`config.mk`:
```
export PLATFORM = sky130hd
export DESIGN_NAME = lsb_payload_extractor_flat
export DESIGN_NICKNAME = d
export VERILOG_FILES = /design/src/design/lpe_pkg.sv /design/src/design/lpe_ifs.sv /design/src/design/lsb_payload_extractor.sv /design/src/design/lpe_bit_packer.sv /design/src/design/lpe_magic_window.sv /design/src/flat_wrapper.sv
export SDC_FILE = /design/constraint.sdc
export NUM_CORES = 1
export LEC_CHECK = 0
export BUFFER_PORTS_ARGS = -buffer_cell sky130_fd_sc_hd__buf_2
export CAP_MARGIN = 40
export CORE_MARGIN = 3
export CORE_UTILIZATION = 50
export CTS_BUF_LIST = sky130_fd_sc_hd__clkbuf_4 sky130_fd_sc_hd__clkbuf_8 sky130_fd_sc_hd__clkbuf_16
export DETAILED_ROUTE_END_ITERATION = 8
export GPL_TIMING_DRIVEN = 0
export HOLD_SLACK_MARGIN = 0.03
export PLACE_DENSITY = 0.68
export SYNTH_ARGS = -nofsm -noshare
export SYNTH_HDL_FRONTEND = slang
export SYNTH_HIERARCHICAL = 1
export SYNTH_SLANG_ARGS = --single-unit
```
`constraint.sdc`:
```
create_clock -name clock -period 7 [get_ports clock]
set_input_delay 1.4 -clock clock [delete_from_list [all_inputs] [get_ports clock]]
set_output_delay 1.4 -clock clock [all_outputs]
set_load 0.01 [all_outputs]
```
`src/design/lpe_pkg.sv`:
```
`timescale 1ns / 1ps
// Shared types and constants for the LSB payload extractor.
// No dependencies; every other design file imports this package.
package lpe_pkg;

   localparam int BYTE_W    = 8;
   localparam int BPC_W     = 4;
   localparam int MLEN_W    = 4;
   localparam int MAGIC_W   = 64;
   localparam int CSR_IDX_W = 2;

   typedef logic [BYTE_W-1:0]    byte_type;
   typedef logic [BPC_W-1:0]     bpc_type;
   typedef logic [MLEN_W-1:0]    mlen_type;
   typedef logic [MAGIC_W-1:0]   magic_type;
   typedef logic [CSR_IDX_W-1:0] csr_idx_type;

   typedef enum logic [CSR_IDX_W-1:0] {
      CSR_BITS_PER_CHANNEL = 2'd0,
      CSR_MAGIC_LENGTH     = 2'd1,
      CSR_MAGIC_BYTES      = 2'd2
   } csr_reg_type;

   // completed byte handed from the bit packer to the window
   typedef struct packed {
      logic     valid;
      byte_type data;
   } byte_evt_type;

   // result of one step of the window
   typedef struct packed {
      logic     produce;
      byte_type payload_byte;
      logic     byte_valid;
      logic     end_found;
   } result_type;

endpackage

```
`src/design/lpe_ifs.sv`:
```
`timescale 1ns / 1ps
// Valid/ready channel interfaces for the LSB payload extractor.
// Depends on lpe_pkg.
interface lpe_req_if import lpe_pkg::*; ();
   logic     valid;
   logic     ready;
   byte_type channel_value;
   modport source (output valid, output channel_value, input ready);
   modport sink   (input valid, input channel_value, output ready);
endinterface

interface lpe_rsp_if import lpe_pkg::*; ();
   logic     valid;
   logic     ready;
   byte_type payload_byte;
   logic     byte_valid;
   logic     end_found;
   modport source (output valid, output payload_byte, output byte_valid,
                   output end_found, input ready);
   modport sink   (input valid, input payload_byte, input byte_valid,
                   input end_found, output ready);
endinterface

interface lpe_csr_if import lpe_pkg::*; ();
   logic        valid;
   logic        ready;
   csr_idx_type index;
   magic_type   data;
   modport source (output valid, output index, output data, input ready);
   modport sink   (input valid, input index, input data, output ready);
endinterface

```
`src/design/lsb_payload_extractor.sv`:
```
`timescale 1ns / 1ps
// LSB payload extractor top level. Depends on lpe_pkg, lpe_ifs, lpe_bit_packer, lpe_magic_window.
// Path: an accepted beat is held in the input register, then passes through the packing
// and window logic into the result register, where its result (if any) shows.
// Throughput: one beat per cycle; the result register stalls the input only while held.
// Reset: synchronous; clears partial byte, window fill, end flag and restores registers.
module lsb_payload_extractor import lpe_pkg::*; #(
   parameter int MAX_MAGIC_BYTES = 8
) (
   input logic        clock,
   input logic        reset,
   lpe_req_if.sink    req_ch,
   lpe_rsp_if.source  rsp_ch,
   lpe_csr_if.sink    csr_ch
);

   bpc_type      bpc_ff;
   mlen_type     mlen_ff;
   magic_type    magic_ff;

   logic         s1_valid_ff, s1_valid_in;
   byte_type     s1_value_ff;
   logic         rsp_valid_ff, rsp_valid_in;
   byte_type     rsp_byte_ff;
   logic         rsp_bvalid_ff;
   logic         rsp_end_ff;

   logic         out_free;
   logic         fire;
   logic         finished;
   byte_evt_type byte_evt;
   result_type   result;

   // configuration writes
   assign csr_ch.ready = 1'b1;

   always_ff @(posedge clock) begin
      if (reset) begin
         bpc_ff   <= bpc_type'(1);
         mlen_ff  <= mlen_type'(4);
         magic_ff <= '0;
      end else if (csr_ch.valid) begin
         case (csr_ch.index)
            CSR_BITS_PER_CHANNEL: bpc_ff   <= csr_ch.data[BPC_W-1:0];
            CSR_MAGIC_LENGTH:     mlen_ff  <= csr_ch.data[MLEN_W-1:0];
            CSR_MAGIC_BYTES:      magic_ff <= csr_ch.data;
            default: ;
         endcase
      end
   end

   // input register
   assign out_free     = !rsp_valid_ff || rsp_ch.ready;
   assign fire         = s1_valid_ff && out_free;
   assign req_ch.ready = !s1_valid_ff || out_free;
   assign s1_valid_in  = req_ch.valid || (s1_valid_ff && !out_free);

   always_ff @(posedge clock) begin
      if (reset) begin
         s1_valid_ff <= 1'b0;
      end else if (req_ch.ready) begin
         s1_valid_ff <= s1_valid_in;
      end
   end

   always_ff @(posedge clock) begin
      if (req_ch.valid && req_ch.ready) begin
         s1_value_ff <= req_ch.channel_value;
      end
   end

   lpe_bit_packer u_packer (
      .clock            (clock),
      .reset            (reset),
      .step             (fire && !finished),
      .channel_value    (s1_value_ff),
      .bits_per_channel (bpc_ff),
      .byte_evt         (byte_evt)
   );

   lpe_magic_window #(
      .DEPTH (MAX_MAGIC_BYTES)
   ) u_window (
      .clock        (clock),
      .reset        (reset),
      .byte_evt     (byte_evt),
      .magic_length (mlen_ff),
      .magic_bytes  (magic_ff),
      .result       (result),
      .finished     (finished)
   );

   // result register
   assign rsp_valid_in = fire && result.produce;

   always_ff @(posedge clock) begin
      if (reset) begin
         rsp_valid_ff <= 1'b0;
      end else if (out_free) begin
         rsp_valid_ff <= rsp_valid_in;
      end
   end

   always_ff @(posedge clock) begin
      if (out_free && rsp_valid_in) begin
         rsp_byte_ff   <= result.payload_byte;
         rsp_bvalid_ff <= result.byte_valid;
         rsp_end_ff    <= result.end_found;
      end
   end

   assign rsp_ch.valid        = rsp_valid_ff;
   assign rsp_ch.payload_byte = rsp_byte_ff;
   assign rsp_ch.byte_valid   = rsp_bvalid_ff;
   assign rsp_ch.end_found    = rsp_end_ff;

   // a beat always carries a byte or the end mark
   a_rsp_nonempty: assert property (@(posedge clock) disable iff (reset)
      rsp_valid_ff |-> (rsp_bvalid_ff || rsp_end_ff))
      else $error("result beat with neither byte nor end mark");

   // no released byte means a zero payload
   a_rsp_zero_byte: assert property (@(posedge clock) disable iff (reset)
      (rsp_valid_ff && !rsp_bvalid_ff) |-> (rsp_byte_ff == '0))
      else $error("payload byte nonzero without byte_valid");

   // end flag stays set until reset
   a_finished_sticky: assert property (@(posedge clock) disable iff (reset)
      finished |=> finished)
      else $error("end flag cleared without reset");

   // after the end, no new result enters the result register
   a_no_rsp_after_end: assert property (@(posedge clock) disable iff (reset)
      (finished && !rsp_valid_ff) |=> !rsp_valid_ff)
      else $error("result produced after end of payload");

endmodule

```
`src/design/lpe_bit_packer.sv`:
```
`timescale 1ns / 1ps
// Bit packer: appends the low bits of each channel value to a partial byte.
// Depends on lpe_pkg.
module lpe_bit_packer import lpe_pkg::*; (
   input  logic         clock,
   input  logic         reset,
   input  logic         step,
   input  byte_type     channel_value,
   input  bpc_type      bits_per_channel,
   output byte_evt_type byte_evt
);

   byte_type    partial_ff, partial_in;
   logic [2:0]  count_ff, count_in;
   logic [3:0]  nb;
   logic [3:0]  total;
   logic [2:0]  sh;
   logic [15:0] combined;

   always_comb begin
      nb       = (bits_per_channel > 4'd8) ? 4'd8 : bits_per_channel;
      total    = {1'b0, count_ff} + nb;
      combined = ({8'b0, partial_ff} << nb) | ({8'b0, channel_value} & ~(16'hFFFF << nb));
      sh       = 3'(total - 4'd8);
      byte_evt.valid = 1'b0;
      byte_evt.data  = '0;
      partial_in = partial_ff;
      count_in   = count_ff;
      if (step) begin
         if (total >= 4'd8) begin
            // byte complete: top eight bits leave, the rest start a new byte
            byte_evt.valid = 1'b1;
            byte_evt.data  = 8'(combined >> sh);
            partial_in     = 8'(combined & ~(16'hFFFF << sh));
            count_in       = sh;
         end else begin
            partial_in = combined[7:0];
            count_in   = total[2:0];
         end
      end
   end

   always_ff @(posedge clock) begin
      if (reset) begin
         partial_ff <= '0;
         count_ff   <= '0;
      end else begin
         partial_ff <= partial_in;
         count_ff   <= count_in;
      end
   end

endmodule

```
`src/design/lpe_magic_window.sv`:
```
`timescale 1ns / 1ps
// Window of the newest bytes: releases the oldest, detects the end marker.
// Depends on lpe_pkg.
module lpe_magic_window import lpe_pkg::*; #(
   parameter int DEPTH = 8
) (
   input  logic         clock,
   input  logic         reset,
   input  byte_evt_type byte_evt,
   input  mlen_type     magic_length,
   input  magic_type    magic_bytes,
   output result_type   result,
   output logic         finished
);

   localparam int FILL_W = $clog2(DEPTH + 1);
   localparam int IDX_W  = (DEPTH > 1) ? $clog2(DEPTH) : 1;

   // newest byte at index 0
   byte_type            hist_ff [DEPTH];
   byte_type            hist_in [DEPTH];
   logic [FILL_W-1:0]   fill_ff, fill_in;
   logic                finished_ff, finished_in;

   byte_type            magic_arr [DEPTH];
   byte_type            recent    [DEPTH];
   logic [FILL_W-1:0]   len;
   logic [FILL_W:0]     fill_plus;
   logic [FILL_W-1:0]   n_new;
   logic [FILL_W-1:0]   oldest_idx;
   logic [FILL_W:0]     mi;
   logic                released;
   logic                match;
   byte_type            rel_byte;

   always_comb begin
      for (int k = 0; k < DEPTH; k++) begin
         magic_arr[k] = magic_bytes[8*k +: 8];
      end
      len        = (MLEN_W'(DEPTH) < magic_length) ? FILL_W'(DEPTH) : FILL_W'(magic_length);
      fill_plus  = (FILL_W+1)'(fill_ff) + (FILL_W+1)'(1);
      released   = fill_plus > (FILL_W+1)'(len);
      n_new      = released ? fill_ff : FILL_W'(fill_plus);
      oldest_idx = fill_ff - FILL_W'(1);
      rel_byte   = (fill_ff == '0) ? byte_evt.data : hist_ff[oldest_idx[IDX_W-1:0]];

      // compare the newest len bytes against the marker, oldest marker byte first
      match = (n_new >= len);
      for (int j = 0; j < DEPTH; j++) begin
         recent[j] = (j == 0) ? byte_evt.data : hist_ff[(j == 0) ? 0 : j - 1];
         mi        = (FILL_W+1)'(len) - (FILL_W+1)'(j) - (FILL_W+1)'(1);
         if ((FILL_W+1)'(j) < (FILL_W+1)'(len)) begin
            if (recent[j] != magic_arr[mi[IDX_W-1:0]]) begin
               match = 1'b0;
            end
         end
      end

      for (int k = 0; k < DEPTH; k++) begin
         hist_in[k] = hist_ff[k];
      end
      fill_in     = fill_ff;
      finished_in = finished_ff;
      if (byte_evt.valid) begin
         hist_in[0] = byte_evt.data;
         for (int k = 1; k < DEPTH; k++) begin
            hist_in[k] = hist_ff[k-1];
         end
         fill_in     = n_new;
         finished_in = finished_ff | match;
      end

      result.produce      = byte_evt.valid && (released || match);
      result.payload_byte = released ? rel_byte : '0;
      result.byte_valid   = released;
      result.end_found    = match;
   end

   always_ff @(posedge clock) begin
      for (int k = 0; k < DEPTH; k++) begin
         hist_ff[k] <= hist_in[k];
      end
   end

   always_ff @(posedge clock) begin
      if (reset) begin
         fill_ff     <= '0;
         finished_ff <= 1'b0;
      end else begin
         fill_ff     <= fill_in;
         finished_ff <= finished_in;
      end
   end

   assign finished = finished_ff;

endmodule
```
`src/flat_wrapper.sv`:
```
// flat-port wrapper written by rule: the top's interface ports become plain ports
module lsb_payload_extractor_flat import lpe_pkg::*;
#(
   parameter int MAX_MAGIC_BYTES = 8
)
  (clock, reset, req_ch_valid, req_ch_channel_value, req_ch_ready, rsp_ch_valid, rsp_ch_payload_byte, rsp_ch_byte_valid, rsp_ch_end_found, rsp_ch_ready, csr_ch_valid, csr_ch_index, csr_ch_data, csr_ch_ready);
  lpe_req_if req_ch_i ();
  lpe_rsp_if rsp_ch_i ();
  lpe_csr_if csr_ch_i ();
  input logic clock;
  input logic reset;
  input wire logic [$bits(req_ch_i.valid)-1:0] req_ch_valid;
  input wire logic [$bits(req_ch_i.channel_value)-1:0] req_ch_channel_value;
  output wire logic [$bits(req_ch_i.ready)-1:0] req_ch_ready;
  output wire logic [$bits(rsp_ch_i.valid)-1:0] rsp_ch_valid;
  output wire logic [$bits(rsp_ch_i.payload_byte)-1:0] rsp_ch_payload_byte;
  output wire logic [$bits(rsp_ch_i.byte_valid)-1:0] rsp_ch_byte_valid;
  output wire logic [$bits(rsp_ch_i.end_found)-1:0] rsp_ch_end_found;
  input wire logic [$bits(rsp_ch_i.ready)-1:0] rsp_ch_ready;
  input wire logic [$bits(csr_ch_i.valid)-1:0] csr_ch_valid;
  input wire logic [$bits(csr_ch_i.index)-1:0] csr_ch_index;
  input wire logic [$bits(csr_ch_i.data)-1:0] csr_ch_data;
  output wire logic [$bits(csr_ch_i.ready)-1:0] csr_ch_ready;
  assign req_ch_i.valid = req_ch_valid;
  assign req_ch_i.channel_value = req_ch_channel_value;
  assign req_ch_ready = req_ch_i.ready;
  assign rsp_ch_valid = rsp_ch_i.valid;
  assign rsp_ch_payload_byte = rsp_ch_i.payload_byte;
  assign rsp_ch_byte_valid = rsp_ch_i.byte_valid;
  assign rsp_ch_end_found = rsp_ch_i.end_found;
  assign rsp_ch_i.ready = rsp_ch_ready;
  assign csr_ch_i.valid = csr_ch_valid;
  assign csr_ch_i.index = csr_ch_index;
  assign csr_ch_i.data = csr_ch_data;
  assign csr_ch_ready = csr_ch_i.ready;
  lsb_payload_extractor #(.MAX_MAGIC_BYTES(MAX_MAGIC_BYTES)) u_core (.clock(clock), .reset(reset), .req_ch(req_ch_i), .rsp_ch(rsp_ch_i), .csr_ch(csr_ch_i));
endmodule
```
==> results by group <==
Status
  – Status: complete, no violations

Pwr
  – NetSw: 786.6 uW
  – Maximum vdd drop: 0.1266 mV
  – Leak: 0.005338 uW
  – Power Density: 176.0 nW/um^2
  – Clock share of power: 37.9%
  – Cell Int Power: 1742 uW
  – Sequential share of power: 43.9%
  – Logic pwr share: 18.3%
  – Sw frac: 31.11%

Clock network
  – CTS tree: done
  – Root Buffer: clkbuf_16
  – # Post-CTS Setup Buffers: 0
  – Clock tree buffer depth: 2
  – CTS buffer count: 17
  – Htree depth: 4
  – Worst-path clk slew: 0.07 ns
  – Post-CTS sizing: 0
  – Post-CTS Hold Buffers: 0
  – Clk_lat worst skew: 0.45 ns
  – Sink Count: 172

STA
  – Worst-Margin Slew: 0.9348 ns
  – Max Transition Viols Final: 0
  – Tmin final: 5.885 ns
  – Setup-failing EPs final: 0
  – Slew margin rel.: 37.68%
  – Final period utilization: 84.07%
  – Fmax: 0.1699 GHz
  – Unrepaired setup endpoints after global routing: false
  – Post-route setup TNS: 0 ns
  – Clock Skew: 0.01328 ns
  – Hold Violations, Final: 0
  – Hold WS: 0.4958 ns

Floorplanning
  – Core Footprint: 25250 sq um
  – Starting density of the core: 50.89%
  – Cell Rows: 58
  – Die W: 166.3 um
  – Die Height: 166.3 um
  – IO Pins: 92
  – DIE AREA: 27660 sq um

Worst hold path
  – Hold_sp: u_core/rsp_ch.valid$_SDFFE_PP0P_
  – Hold Path Sink: u_core/rsp_ch.valid$_SDFFE_PP0P_
  – Hold Path Depth: 2
  – Min-Delay Path Class: flop to flop

Setup path
  – Reg2Reg Setup Slack: 1.11 ns
  – FF-to-FF End: u_core/rsp_ch.payload_byte[7]$_DFFE_PP_
  – Crit Reg-Reg Startpoint: u_core/mlen_ff[0]$_SDFFE_PP0P_
  – Worst path required time: 7.14 ns
  – Worst setup EP type: flop
  – Critical setup path kind: flop to flop
  – Worst reg2reg path depth: 18
  – Worst-path fanout max: 10
  – Crit path DAT: 6.03 ns
  – CP Launch Type: flop

GRT
  – Initial antenna violation count: 0
  – Largest net degree at the start of global routing: 44
  – Global Route Usage Sum: 29.49%
  – Global-route wire length before repair: 63340 um
  – Total congestion overflow: 0
  – Number of global-route vias before repair: 10250

Finish
  – Layout Nets: 1459
  – Share of layout cells above drive strength 1: 20.06%
  – Ant. Diodes: 0
  – Core Util, Final: 56.89%
  – Synth-to-layout area growth: 11.79%

Synth
  – Synth warn: 6
  – Post-synthesis sequential area ratio: 33.18%
  – Post-Syn Instances: 1250
  – Post-synthesis register bit count: 172
  – Mapped Avg Cell Area: 10.28 sq um
  – Mapped Area: 12850 sq um
  – Post-synth top flop: dfxtp_1
  – Asr flop ratio synth: 0%
  – EDFF count, synth: 82
  – Syn_nets: 1341
  – Post-synthesis cell type count: 87

Placed design
  – RD Place Congestion: 0.9561
  – DP Wirelength: 32200 um
  – Number of I/O port buffers: 90

Routing
  – Vias: 11000
  – Number of remaining DRC errors: 0
  – Starting DRT DRC Count: 1749
  – Drt pass-1 iters: 8
  – ANT nets after route: 0
  – DR WL/cell: 24.33 um
  – WL final: 41620 um
  – Drt via density: 6.427

Job
  – Max cap viols: 0
[through the flow]
step	worst slack, ns	cell area [sq um]	std cells	total power [uW]
global placement	-1.055	13720	1670	1572
global route	0.7640	14370	1711	2618
floorplan	0.9316	12850	1250	1436
CTS	1.162	14360	1710	2528
finish	1.115	14370	1711	2529
detailed placement	0.9113	13780	1678	1579
[flip-flops by register name, indices dropped and copies added, names as in the netlist, 3 cells and up]
register / count
u_core/magic_ff: 64
u_core/u_window/hist_ff: 64
u_core/rsp_ch.payload_byte: 8
u_core/s1_value_ff: 8
u_core/u_packer/partial_ff: 8
u_core/bpc_ff: 4
u_core/mlen_ff: 4
u_core/u_window/fill_ff: 4
u_core/u_packer/count_ff: 3
[cells in the final DEF (no fill, tap or decap), drive strengths merged, types with 7 or more instances in the layout]
master	instances
a21oi	57
o221ai	7
nand2b	139
o22ai	19
or2	7
dfxtp	90
and2	12
nor2	70
xnor2	37
or3	9
mux4	62
nand3	29
a211oi	27
nor3b	8
mux2	10
nor3	17
nor2b	11
clkbuf	61
o21ai	30
a221oi	7
mux2i	189
ha	12
nand2	57
nand3b	8
buf	146
xor2	49
inv	35
edfxtp	82
[worst max-delay path by stage]
stage / from / to / slack (ns) / cells after the start
2_1_floorplan: rsp_ch_ready / u_core/rsp_ch.byte_valid$_DFFE_PP_ / 0.93 / 16
3_3_place_gp: rsp_ch_ready / u_core/rsp_ch.payload_byte[4]$_DFFE_PP_ / -1.05 / 17
3_5_place_dp: rsp_ch_ready / u_core/rsp_ch.payload_byte[3]$_DFFE_PP_ / 0.91 / 18
4_1_cts: u_core/mlen_ff[0]$_SDFFE_PP0P_ / u_core/rsp_ch.payload_byte[7]$_DFFE_PP_ / 1.16 / 18
5_1_grt: u_core/bpc_ff[3]$_SDFFE_PP0P_ / u_core/rsp_ch.payload_byte[5]$_DFFE_PP_ / 0.76 / 20
6_report: u_core/mlen_ff[0]$_SDFFE_PP0P_ / u_core/rsp_ch.payload_byte[7]$_DFFE_PP_ / 1.11 / 18
[power by group through the flow]
stage	logic (uW)	registers, uW	clock network, uW
after floorplan	323	1110	0
after global placement	443	1130	0
after detailed placement	449	1130	0
after CTS	451	1110	970
after global routing	493	1110	1010
final	462	1110	958
[layer usage]
metal	vias to the layer above	wire, um	GRT usage [%]
met4	0	1290	8.824
met1	5342	17810	43.73
met3	89	4490	5.451
met5	-	0	0
li1	4877	-	-
met2	688	18030	44.20
[cells by family (layout without fill, tap and decap cells)]
group | count (synthesis) | after routing | share of synthesized area (%)
buffers and inverters | 118 | 249 | 5.052
adders and majority gates | 12 | 12 | 1.168
other | 1 | 1 | 0.02918
and+or+nand+nor | 393 | 393 | 16.78
DFF | 172 | 172 | 33.18
muxes | 261 | 261 | 26.46
xor gates and xnor gates | 86 | 86 | 6.007
AOI/OAI and AO/OA | 207 | 207 | 11.32
[critical path: stages (launching register included)]
cell       delay [ns]
dfxtp_1          0.60
nor2b_1          0.18
buf_4            0.23
inv_2            0.12
buf_2            0.24
clkbuf_1         0.29
ha_1             0.52
buf_1            0.61
clkbuf_1         0.50
mux4_2           0.40
xor2_1           0.15
nand2_1          0.07
o32ai_1          0.45
o2111ai_1        0.29
or2_0            0.26
o22ai_1          0.16
nand2_1          0.10
nor2_1           0.16
buf_4            0.23
[cell usage after synthesis, types with 3 or more instances]
library cell	number	area (sq um)
o221ai_1	5	43.79
a21o_1	4	30.03
xnor2_1	36	315.3
o41ai_2	3	48.80
edfxtp_1	82	2462
a31oi_1	5	31.28
nor2_1	69	259.0
nand3b_1	8	60.06
a22oi_1	6	45.04
o211ai_1	5	37.54
mux2i_1	189	1892
o32ai_1	5	43.79
a21oi_1	55	275.3
xor2_1	49	429.2
or2_0	3	18.77
nor2b_1	10	62.56
nand2_1	57	214.0
mux4_2	62	1396
buf_2	13	65.06
buf_4	10	75.07
or3_1	8	50.05
inv_2	3	11.26
buf_6	14	157.7
o22ai_1	19	118.9
a211oi_1	27	202.7
or3b_2	4	35.03
nor4_1	4	25.02
clkbuf_1	43	161.4
nor3_1	17	85.08
and2_1	12	75.07
inv_1	23	86.33
o2111ai_1	4	35.03
mux2_2	10	112.6
nand3_1	27	135.1
buf_1	8	30.03
and3_1	3	18.77
ha_1	12	150.1
dfxtp_1	90	1802
o31ai_1	4	30.03
o21ai_0	29	145.1
a221oi_1	5	43.79
nand2b_1	139	869.6
a31o_2	3	26.28
nand4_1	5	31.28
nor3b_1	8	60.06
[area by class of cell]
class                           instances  area (sq um)
Fill cell                            2269         10890
Multi-Input combinational cell        960          7939
Sequential cell                       172          4264
Buffer                                 91         543.0
Timing Repair Buffer                   99         526.8
Clock buffer                           17         425.4
Tap cell                              330         412.9
Clock inverter                         15         150.1
Inverter                               27         106.4
Power figures use the tool's default switching activity.
